## config.mk

```make
export PLATFORM = sky130hd
export DESIGN_NAME = geometric_basket_option_payoff_flat
export DESIGN_NICKNAME = d
export VERILOG_FILES = /design/src/rtl/core/gbop_pkg.sv /design/src/rtl/core/gbop_if.sv /design/src/rtl/core/gbop_sum.sv /design/src/rtl/core/gbop_div_stage.sv /design/src/rtl/core/gbop_exp.sv /design/src/rtl/core/geometric_basket_option_payoff.sv /design/src/flat_wrapper.sv
export SDC_FILE = /design/constraint.sdc
export NUM_CORES = 2
export LEC_CHECK = 0
export BUFFER_PORTS_ARGS = -buffer_cell sky130_fd_sc_hd__buf_2
export CORE_UTILIZATION = 31
export DETAILED_ROUTE_END_ITERATION = 7
export GPL_TIMING_DRIVEN = 1
export SYNTH_ARGS = -nofsm -noshare
export SYNTH_HDL_FRONTEND = slang
export SYNTH_HIERARCHICAL = 1
export SYNTH_SLANG_ARGS = --single-unit
```

## constraint.sdc

```tcl
create_clock -name clk -period 23.7 [get_ports clk]
set_clock_uncertainty 0.1 [all_clocks]
set_input_delay 0 -clock clk [delete_from_list [all_inputs] [get_ports clk]]
set_output_delay 0 -clock clk [all_outputs]
set_load 0.005 [all_outputs]
```

## src/rtl/core/gbop_pkg.sv

```systemverilog
`timescale 1ns / 1ps
package gbop_pkg;

    localparam int MAX_ASSETS = 8;
    localparam int NA_W       = 4;
    localparam int CFG_IDX_W  = 2;
    localparam int DIV_W      = 36;
    localparam int DIV_STEPS  = 6;
    localparam int DIV_STAGES = DIV_W / DIV_STEPS;
    // sum, divider stages, three exp stages, payoff register
    localparam int NUM_STAGES = 1 + DIV_STAGES + 3 + 1;

    localparam logic [CFG_IDX_W-1:0] REG_STRIKE     = 2'd0;
    localparam logic [CFG_IDX_W-1:0] REG_PUT        = 2'd1;
    localparam logic [CFG_IDX_W-1:0] REG_NUM_ASSETS = 2'd2;

    localparam logic signed [31:0] LOG2E_Q30 = 32'sd1549082005;

    // 2^(i/16) in Q2.24
    function automatic logic [25:0] exp2_tab(input logic [4:0] idx);
        logic [25:0] t;
        unique case (idx)
            5'd0:  t = 26'd16777216;
            5'd1:  t = 26'd17520007;
            5'd2:  t = 26'd18295684;
            5'd3:  t = 26'd19105703;
            5'd4:  t = 26'd19951585;
            5'd5:  t = 26'd20834917;
            5'd6:  t = 26'd21757357;
            5'd7:  t = 26'd22720638;
            5'd8:  t = 26'd23726566;
            5'd9:  t = 26'd24777031;
            5'd10: t = 26'd25874004;
            5'd11: t = 26'd27019544;
            5'd12: t = 26'd28215802;
            5'd13: t = 26'd29465022;
            5'd14: t = 26'd30769550;
            5'd15: t = 26'd32131834;
            default: t = 26'd33554432;
        endcase
        return t;
    endfunction

endpackage

```

## src/rtl/core/gbop_if.sv

```systemverilog
`timescale 1ns / 1ps
interface gbop_in_if;
    logic               valid;
    logic               ready;
    logic signed [31:0] log_price_0;
    logic signed [31:0] log_price_1;
    logic signed [31:0] log_price_2;
    logic signed [31:0] log_price_3;
    logic signed [31:0] log_price_4;
    logic signed [31:0] log_price_5;
    logic signed [31:0] log_price_6;
    logic signed [31:0] log_price_7;
    logic [15:0]        time_step;
    logic [15:0]        node;

    modport source (output valid, log_price_0, log_price_1, log_price_2, log_price_3,
                    log_price_4, log_price_5, log_price_6, log_price_7, time_step, node,
                    input ready);
    modport sink (input valid, log_price_0, log_price_1, log_price_2, log_price_3,
                  log_price_4, log_price_5, log_price_6, log_price_7, time_step, node,
                  output ready);
endinterface

interface gbop_out_if;
    logic        valid;
    logic        ready;
    logic [31:0] payoff;
    logic [31:0] geo_mean;
    logic        saturated;
    logic [15:0] time_step_out;
    logic [15:0] node_out;

    modport source (output valid, payoff, geo_mean, saturated, time_step_out, node_out,
                    input ready);
    modport sink (input valid, payoff, geo_mean, saturated, time_step_out, node_out,
                  output ready);
endinterface

```

## src/rtl/core/gbop_sum.sv

```systemverilog
`timescale 1ns / 1ps
module gbop_sum
    import gbop_pkg::*;
(
    input  logic                    clk,
    input  logic                    en,
    input  logic [NA_W-1:0]         n,
    input  logic signed [31:0]      lanes [MAX_ASSETS],
    output logic [DIV_W-1:0]        dividend_reg
);

    logic signed [DIV_W-1:0] sum;
    logic [DIV_W-1:0]        dividend_next;

    // offset by n * 2^32 so the dividend is never negative; floor division then
    // reduces to plain unsigned division
    always_comb
    begin
        sum = '0;
        for (int l = 0; l < MAX_ASSETS; l++)
        begin
            if (l < int'(n))
                sum = sum + DIV_W'(lanes[l]);
        end
        dividend_next = DIV_W'(sum) + {n, 32'd0};
    end

    always_ff @(posedge clk)
    begin
        if (en)
            dividend_reg <= dividend_next;
    end

endmodule

```

## src/rtl/core/gbop_div_stage.sv

```systemverilog
`timescale 1ns / 1ps
module gbop_div_stage
    import gbop_pkg::*;
(
    input  logic             clk,
    input  logic             en,
    input  logic [NA_W-1:0]  n,
    input  logic [DIV_W-1:0] dq_in,
    input  logic [2:0]       rem_in,
    output logic [DIV_W-1:0] dq_reg,
    output logic [2:0]       rem_reg
);

    logic [DIV_W-1:0] dq_next;
    logic [2:0]       rem_next;
    logic [3:0]       t;

    // restoring division, dividend bits shift out the top, quotient bits in the bottom
    always_comb
    begin
        dq_next  = dq_in;
        rem_next = rem_in;
        t        = '0;
        for (int s = 0; s < DIV_STEPS; s++)
        begin
            t = {rem_next, dq_next[DIV_W-1]};
            if (t >= n)
            begin
                t       = t - n;
                dq_next = {dq_next[DIV_W-2:0], 1'b1};
            end
            else
            begin
                dq_next = {dq_next[DIV_W-2:0], 1'b0};
            end
            rem_next = t[2:0];
        end
    end

    always_ff @(posedge clk)
    begin
        if (en)
        begin
            dq_reg  <= dq_next;
            rem_reg <= rem_next;
        end
    end

endmodule

```

## src/rtl/core/gbop_exp.sv

```systemverilog
`timescale 1ns / 1ps
module gbop_exp
    import gbop_pkg::*;
(
    input  logic               clk,
    input  logic [2:0]         en,
    input  logic signed [31:0] mean,
    output logic [31:0]        geo_reg,
    output logic               sat_reg
);

    // stage A: scale to log2
    logic signed [63:0] p;
    logic signed [8:0]  ka_reg;
    logic [3:0]         idx_reg;
    logic [19:0]        fr_reg;

    assign p = mean * LOG2E_Q30;

    always_ff @(posedge clk)
    begin
        if (en[0])
        begin
            ka_reg  <= p[62:54];
            idx_reg <= p[53:50];
            fr_reg  <= p[49:30];
        end
    end

    // stage B: table and interpolation product
    logic [25:0] t0;
    logic [25:0] t1;
    logic [20:0] diff;
    logic [40:0] prod;
    logic [25:0] t0_reg;
    logic [20:0] frac_reg;
    logic signed [8:0] kb_reg;

    always_comb
    begin
        t0   = exp2_tab({1'b0, idx_reg});
        t1   = exp2_tab(5'({1'b0, idx_reg}) + 5'd1);
        diff = 21'(t1 - t0);
        prod = diff * fr_reg;
    end

    always_ff @(posedge clk)
    begin
        if (en[1])
        begin
            t0_reg   <= t0;
            frac_reg <= prod[40:20];
            kb_reg   <= ka_reg;
        end
    end

    // stage C: sum and scale by 2^k
    logic [25:0]       v;
    logic signed [9:0] sh;
    logic [31:0]       geo_next;
    logic              sat_next;

    always_comb
    begin
        v        = t0_reg + 26'(frac_reg);
        sh       = 10'sd8 - 10'(kb_reg);
        sat_next = 1'b0;
        if (kb_reg >= 9'sd16)
        begin
            sat_next = 1'b1;
            geo_next = '1;
        end
        else if (kb_reg >= 9'sd8)
        begin
            geo_next = 32'(v) << kb_reg[2:0];
        end
        else if (sh >= 10'sd26)
        begin
            geo_next = '0;
        end
        else
        begin
            geo_next = 32'(v >> sh[4:0]);
        end
    end

    always_ff @(posedge clk)
    begin
        if (en[2])
        begin
            geo_reg <= geo_next;
            sat_reg <= sat_next;
        end
    end

endmodule

```

## src/rtl/core/geometric_basket_option_payoff.sv

```systemverilog
`timescale 1ns / 1ps
// Geometric-average basket payoff. One node enters per cycle while req.ready is high;
// each passes one summing stage, six stages of a six-bit-per-stage divider for
// the mean over num_assets, three exponential stages (log2 scaling multiply, table
// interpolation multiply, power-of-two shift) and the payoff output register.
// A stall at the output backs up only as far as the first empty stage.
// strike, put_not_call and num_assets must be written while the pipeline is empty.
module geometric_basket_option_payoff
    import gbop_pkg::*;
(
    input  logic                 clk,
    input  logic                 rst_n,
    input  logic                 cfg_we,
    input  logic [CFG_IDX_W-1:0] cfg_idx,
    input  logic [31:0]          cfg_data,
    gbop_in_if.sink              req,
    gbop_out_if.source           rsp
);

    logic [31:0]     strike_reg;
    logic            put_reg;
    logic [NA_W-1:0] num_assets_reg;
    logic [NA_W-1:0] n_eff;

    always_ff @(posedge clk or negedge rst_n)
    begin
        if (!rst_n)
        begin
            strike_reg     <= '0;
            put_reg        <= 1'b0;
            num_assets_reg <= NA_W'(1);
        end
        else if (cfg_we)
        begin
            unique case (cfg_idx)
                REG_STRIKE:     strike_reg     <= cfg_data;
                REG_PUT:        put_reg        <= cfg_data[0];
                REG_NUM_ASSETS: num_assets_reg <= cfg_data[NA_W-1:0];
                default:        ;
            endcase
        end
    end

    always_comb
    begin
        if (num_assets_reg == '0)
            n_eff = NA_W'(1);
        else if (num_assets_reg > NA_W'(MAX_ASSETS))
            n_eff = NA_W'(MAX_ASSETS);
        else
            n_eff = num_assets_reg;
    end

    // pipeline control
    logic [NUM_STAGES-1:0] valid_reg;
    logic [NUM_STAGES-1:0] adv;

    always_comb
    begin
        adv[NUM_STAGES-1] = !valid_reg[NUM_STAGES-1] || rsp.ready;
        for (int i = NUM_STAGES - 2; i >= 0; i--)
            adv[i] = !valid_reg[i] || adv[i+1];
    end

    always_ff @(posedge clk or negedge rst_n)
    begin
        if (!rst_n)
            valid_reg <= '0;
        else
        begin
            if (adv[0])
                valid_reg[0] <= req.valid;
            for (int i = 1; i < NUM_STAGES; i++)
            begin
                if (adv[i])
                    valid_reg[i] <= valid_reg[i-1];
            end
        end
    end

    assign req.ready = adv[0];

    // tags ride alongside
    logic [15:0] ts_reg   [NUM_STAGES];
    logic [15:0] node_reg [NUM_STAGES];

    always_ff @(posedge clk)
    begin
        if (adv[0])
        begin
            ts_reg[0]   <= req.time_step;
            node_reg[0] <= req.node;
        end
        for (int i = 1; i < NUM_STAGES; i++)
        begin
            if (adv[i])
            begin
                ts_reg[i]   <= ts_reg[i-1];
                node_reg[i] <= node_reg[i-1];
            end
        end
    end

    logic signed [31:0] lanes [MAX_ASSETS];
    assign lanes[0] = req.log_price_0;
    assign lanes[1] = req.log_price_1;
    assign lanes[2] = req.log_price_2;
    assign lanes[3] = req.log_price_3;
    assign lanes[4] = req.log_price_4;
    assign lanes[5] = req.log_price_5;
    assign lanes[6] = req.log_price_6;
    assign lanes[7] = req.log_price_7;

    logic [DIV_W-1:0] dq  [DIV_STAGES+1];
    logic [2:0]       rem [DIV_STAGES+1];

    assign rem[0] = '0;

    gbop_sum u_sum (
        .clk          (clk),
        .en           (adv[0]),
        .n            (n_eff),
        .lanes        (lanes),
        .dividend_reg (dq[0])
    );

    for (genvar g = 0; g < DIV_STAGES; g++)
    begin : g_div
        gbop_div_stage u_div (
            .clk     (clk),
            .en      (adv[g+1]),
            .n       (n_eff),
            .dq_in   (dq[g]),
            .rem_in  (rem[g]),
            .dq_reg  (dq[g+1]),
            .rem_reg (rem[g+1])
        );
    end

    // quotient minus 2^32 is the low word read as signed
    logic signed [31:0] mean;
    logic [31:0]        geo;
    logic               sat;

    assign mean = dq[DIV_STAGES][31:0];

    gbop_exp u_exp (
        .clk     (clk),
        .en      (adv[DIV_STAGES+3:DIV_STAGES+1]),
        .mean    (mean),
        .geo_reg (geo),
        .sat_reg (sat)
    );

    logic [31:0] payoff_reg;
    logic [31:0] payoff_next;
    logic [31:0] geo_out_reg;
    logic        sat_out_reg;

    always_comb
    begin
        if (put_reg)
            payoff_next = (strike_reg > geo) ? strike_reg - geo : '0;
        else
            payoff_next = (geo > strike_reg) ? geo - strike_reg : '0;
    end

    always_ff @(posedge clk)
    begin
        if (adv[NUM_STAGES-1])
        begin
            payoff_reg  <= payoff_next;
            geo_out_reg <= geo;
            sat_out_reg <= sat;
        end
    end

    assign rsp.valid         = valid_reg[NUM_STAGES-1];
    assign rsp.payoff        = payoff_reg;
    assign rsp.geo_mean      = geo_out_reg;
    assign rsp.saturated     = sat_out_reg;
    assign rsp.time_step_out = ts_reg[NUM_STAGES-1];
    assign rsp.node_out      = node_reg[NUM_STAGES-1];

endmodule

```

## src/flat_wrapper.sv

```systemverilog
// flat-port wrapper written by rule: the top's interface ports become plain ports
module geometric_basket_option_payoff_flat import gbop_pkg::*;
  (clk, rst_n, cfg_we, cfg_idx, cfg_data, req_valid, req_log_price_0, req_log_price_1, req_log_price_2, req_log_price_3, req_log_price_4, req_log_price_5, req_log_price_6, req_log_price_7, req_time_step, req_node, req_ready, rsp_valid, rsp_payoff, rsp_geo_mean, rsp_saturated, rsp_time_step_out, rsp_node_out, rsp_ready);
  gbop_in_if req_i ();
  gbop_out_if rsp_i ();
  input  logic clk;
  input  logic rst_n;
  input  logic cfg_we;
  input  logic [CFG_IDX_W-1:0] cfg_idx;
  input  logic [31:0] cfg_data;
  input wire logic [$bits(req_i.valid)-1:0] req_valid;
  input wire logic [$bits(req_i.log_price_0)-1:0] req_log_price_0;
  input wire logic [$bits(req_i.log_price_1)-1:0] req_log_price_1;
  input wire logic [$bits(req_i.log_price_2)-1:0] req_log_price_2;
  input wire logic [$bits(req_i.log_price_3)-1:0] req_log_price_3;
  input wire logic [$bits(req_i.log_price_4)-1:0] req_log_price_4;
  input wire logic [$bits(req_i.log_price_5)-1:0] req_log_price_5;
  input wire logic [$bits(req_i.log_price_6)-1:0] req_log_price_6;
  input wire logic [$bits(req_i.log_price_7)-1:0] req_log_price_7;
  input wire logic [$bits(req_i.time_step)-1:0] req_time_step;
  input wire logic [$bits(req_i.node)-1:0] req_node;
  output wire logic [$bits(req_i.ready)-1:0] req_ready;
  output wire logic [$bits(rsp_i.valid)-1:0] rsp_valid;
  output wire logic [$bits(rsp_i.payoff)-1:0] rsp_payoff;
  output wire logic [$bits(rsp_i.geo_mean)-1:0] rsp_geo_mean;
  output wire logic [$bits(rsp_i.saturated)-1:0] rsp_saturated;
  output wire logic [$bits(rsp_i.time_step_out)-1:0] rsp_time_step_out;
  output wire logic [$bits(rsp_i.node_out)-1:0] rsp_node_out;
  input wire logic [$bits(rsp_i.ready)-1:0] rsp_ready;
  assign req_i.valid = req_valid;
  assign req_i.log_price_0 = req_log_price_0;
  assign req_i.log_price_1 = req_log_price_1;
  assign req_i.log_price_2 = req_log_price_2;
  assign req_i.log_price_3 = req_log_price_3;
  assign req_i.log_price_4 = req_log_price_4;
  assign req_i.log_price_5 = req_log_price_5;
  assign req_i.log_price_6 = req_log_price_6;
  assign req_i.log_price_7 = req_log_price_7;
  assign req_i.time_step = req_time_step;
  assign req_i.node = req_node;
  assign req_ready = req_i.ready;
  assign rsp_valid = rsp_i.valid;
  assign rsp_payoff = rsp_i.payoff;
  assign rsp_geo_mean = rsp_i.geo_mean;
  assign rsp_saturated = rsp_i.saturated;
  assign rsp_time_step_out = rsp_i.time_step_out;
  assign rsp_node_out = rsp_i.node_out;
  assign rsp_i.ready = rsp_ready;
  geometric_basket_option_payoff u_core (.clk(clk), .rst_n(rst_n), .cfg_we(cfg_we), .cfg_idx(cfg_idx), .cfg_data(cfg_data), .req(req_i), .rsp(rsp_i));
endmodule
```

==> impl_metrics.py <==
metrics = {
    "sta": {
        "slew_headroom_pct": 24.15,
        "drv_slew": 0,
        "finalCritPeriodShare_pct": 75.89,
        "whs_ns": 0.05197,
        "max_freq_mhz": 55.60,
        "finalSetupViolCount": 0,
        "grt_setup_unrepaired": "false",
        "tightest_slew_ns": 1.134,
        "hold_violations": 0,
        "fin_crit_ns": 17.99,
        "setup-tns-final_ns": 0,
    },
    "setup_path": {
        "r2r_slack_ns": 5.71,
        "cp-start-kind": "register",
        "worst-setup-path-type": "register to register",
        "rr_worst_depth": 79,
        "cpPeakStageDelay_ns": 0.62,
        "crit_path_max_fanout": 33,
        "cp-end-kind": "register",
        "regToRegStartpoint": "u_core/num_assets_reg[3]",
        "r2r-end": "u_core/u_sum/dividend_reg[35]",
        "cp.arrival_ns": 18.35,
        "critPathSlowestCell": "nor2b_4",
        "required_ns": 24.06,
    },
    "route": {
        "ant_nets": 0,
        "dr.pass1.iters": 7,
        "drc": 0,
        "vias": 67560,
        "drt-initial-drc-count": 4282,
        "drt-wirelength-per-cell_um": 18.62,
        "routed_wl_um": 254300,
        "via_per_inst": 4.947,
    },
    "clocking": {
        "cts.sinks": 852,
        "tritoncts": "yes",
        "htreeDepth": 3,
        "cts_root_buf": "clkbuf_16",
        "numCtsBuffers": 91,
        "insertion_delay_ns": 0.72,
        "post-cts-setup-buffer-count": 0,
        "clk_pin_slew_ns": 0.06,
        "clockBufferDepth": 3,
    },
    "placed_design": {
        "io_buffers": 425,
        "gp_congestion": 0.9335,
        "dp_hpwl_um": 203100,
        "place_area_um2": 97410,
    },
    "global_routing": {
        "grtUsageMet1_pct": 22.09,
        "grtUsageMet3_pct": 1.950,
        "grt.total_usage_pct": 17.09,
        "grt_pass1_wl_um": 396100,
        "gr-max-usage-layer": "met2",
        "grt_max_degree": 70,
        "grt_overflow": 0,
        "grt_pass1_vias": 69120,
        "antenna_found_initial": 12,
        "met2_usage_pct": 29.51,
    },
    "run": {
        "maxCapViolations": 0,
    },
    "hold_path": {
        "whs_endpoint": "u_core/u_sum/dividend_reg[24]",
        "hp-start": "req_log_price_7[24]",
        "hold_class": "input pin to register",
        "whs_path_depth": 5,
    },
    "final_layout": {
        "final_common_cell": "inv_1",
        "mostFrequentLayoutCells": "1,435 x inv_1, 1,029 x ha_1, 833 x fa_1, 780 x edfxtp_1, 701 x nand2_1",
        "fin_nets": 11860,
        "final_area_um2": 103000,
        "utilization_pct": 35.38,
        "largest_reg_flops": 192,
        "synthToLayoutAreaGrowth_pct": 13.42,
        "drive_gt1_share_pct": 10.10,
    },
    "yosys": {
        "yosys_warnings": 6,
        "synthCells": 9133,
        "syn_area_um2": 90790,
        "avgSynthCellArea_um2": 9.941,
    },
    "die": {
        "die_area_um2": 295000,
        "die_h_um": 543.2,
        "rows": 198,
        "coreArea_um2": 291100,
        "initial_utilization_pct": 31.19,
        "io_pins": 426,
        "die_w_um": 543.2,
    },
    "status": {
        "status": "complete, no violations",
    },
}
through the flow:
step | worst slack [ns] | instances
global route | 4.339 | 13650
global placement | 6.573 | 13250
CTS | 5.815 | 13650
floorplan | 5.943 | 9138
finish | 5.715 | 13660
detailed placement | 6.451 | 13250
routing by layer:
metal  wire length (µm)  vias to the layer above
met4               8856                       10
li1                   -                    32510
met2             121900                     1756
met3              11610                      360
met5                 69                        -
met1             111800                    32930
worst max-delay path, delay by kind of cell (launching register included):
| family | cells | cell delay, ns |
|---|---|---|
| DFF | 1 | 0.61 |
| adders and majority gates | 9 | 2.98 |
| AOI/OAI and AO/OA | 37 | 7.14 |
| muxes | 2 | 0.59 |
| and+or+nand+nor | 15 | 2.94 |
| buffers and inverters | 5 | 1.05 |
| xor gates and xnor gates | 11 | 2.29 |
worst max path at each step:
stage                        startpoint                            end  cells after the start
5_1_grt        u_core/num_assets_reg[3]  u_core/u_sum/dividend_reg[35]                     79
6_report       u_core/num_assets_reg[3]  u_core/u_sum/dividend_reg[35]                     79
4_1_cts        u_core/num_assets_reg[3]  u_core/u_sum/dividend_reg[35]                     79
2_1_floorplan  u_core/num_assets_reg[3]  u_core/u_sum/dividend_reg[35]                     81
3_5_place_dp   u_core/num_assets_reg[3]  u_core/u_sum/dividend_reg[35]                     78
3_3_place_gp   u_core/num_assets_reg[3]  u_core/u_sum/dividend_reg[35]                     78
repair_timing:
item                      in CTS  in global routing
hold endpoints to repair     140                  0
resized for setup              0                  0
hold buffers                 233                  0
layout make-up:
type / instances / area [µm²]
flip-flops and latches: 852 / 25110
diodes: 7 / 17.52
fillers: 29490 / 188100
well taps: 3900 / 4880
repair buffers: 751 / 5167
clock inverters: 58 / 785.8
multi-input cells: 6522 / 59130
clock buffers: 111 / 2424
inverters: 1456 / 5468
Power is left out: the tool's default activity adds up to more than one toggle a clock period on the data nets, which glitch-free logic cannot reach.
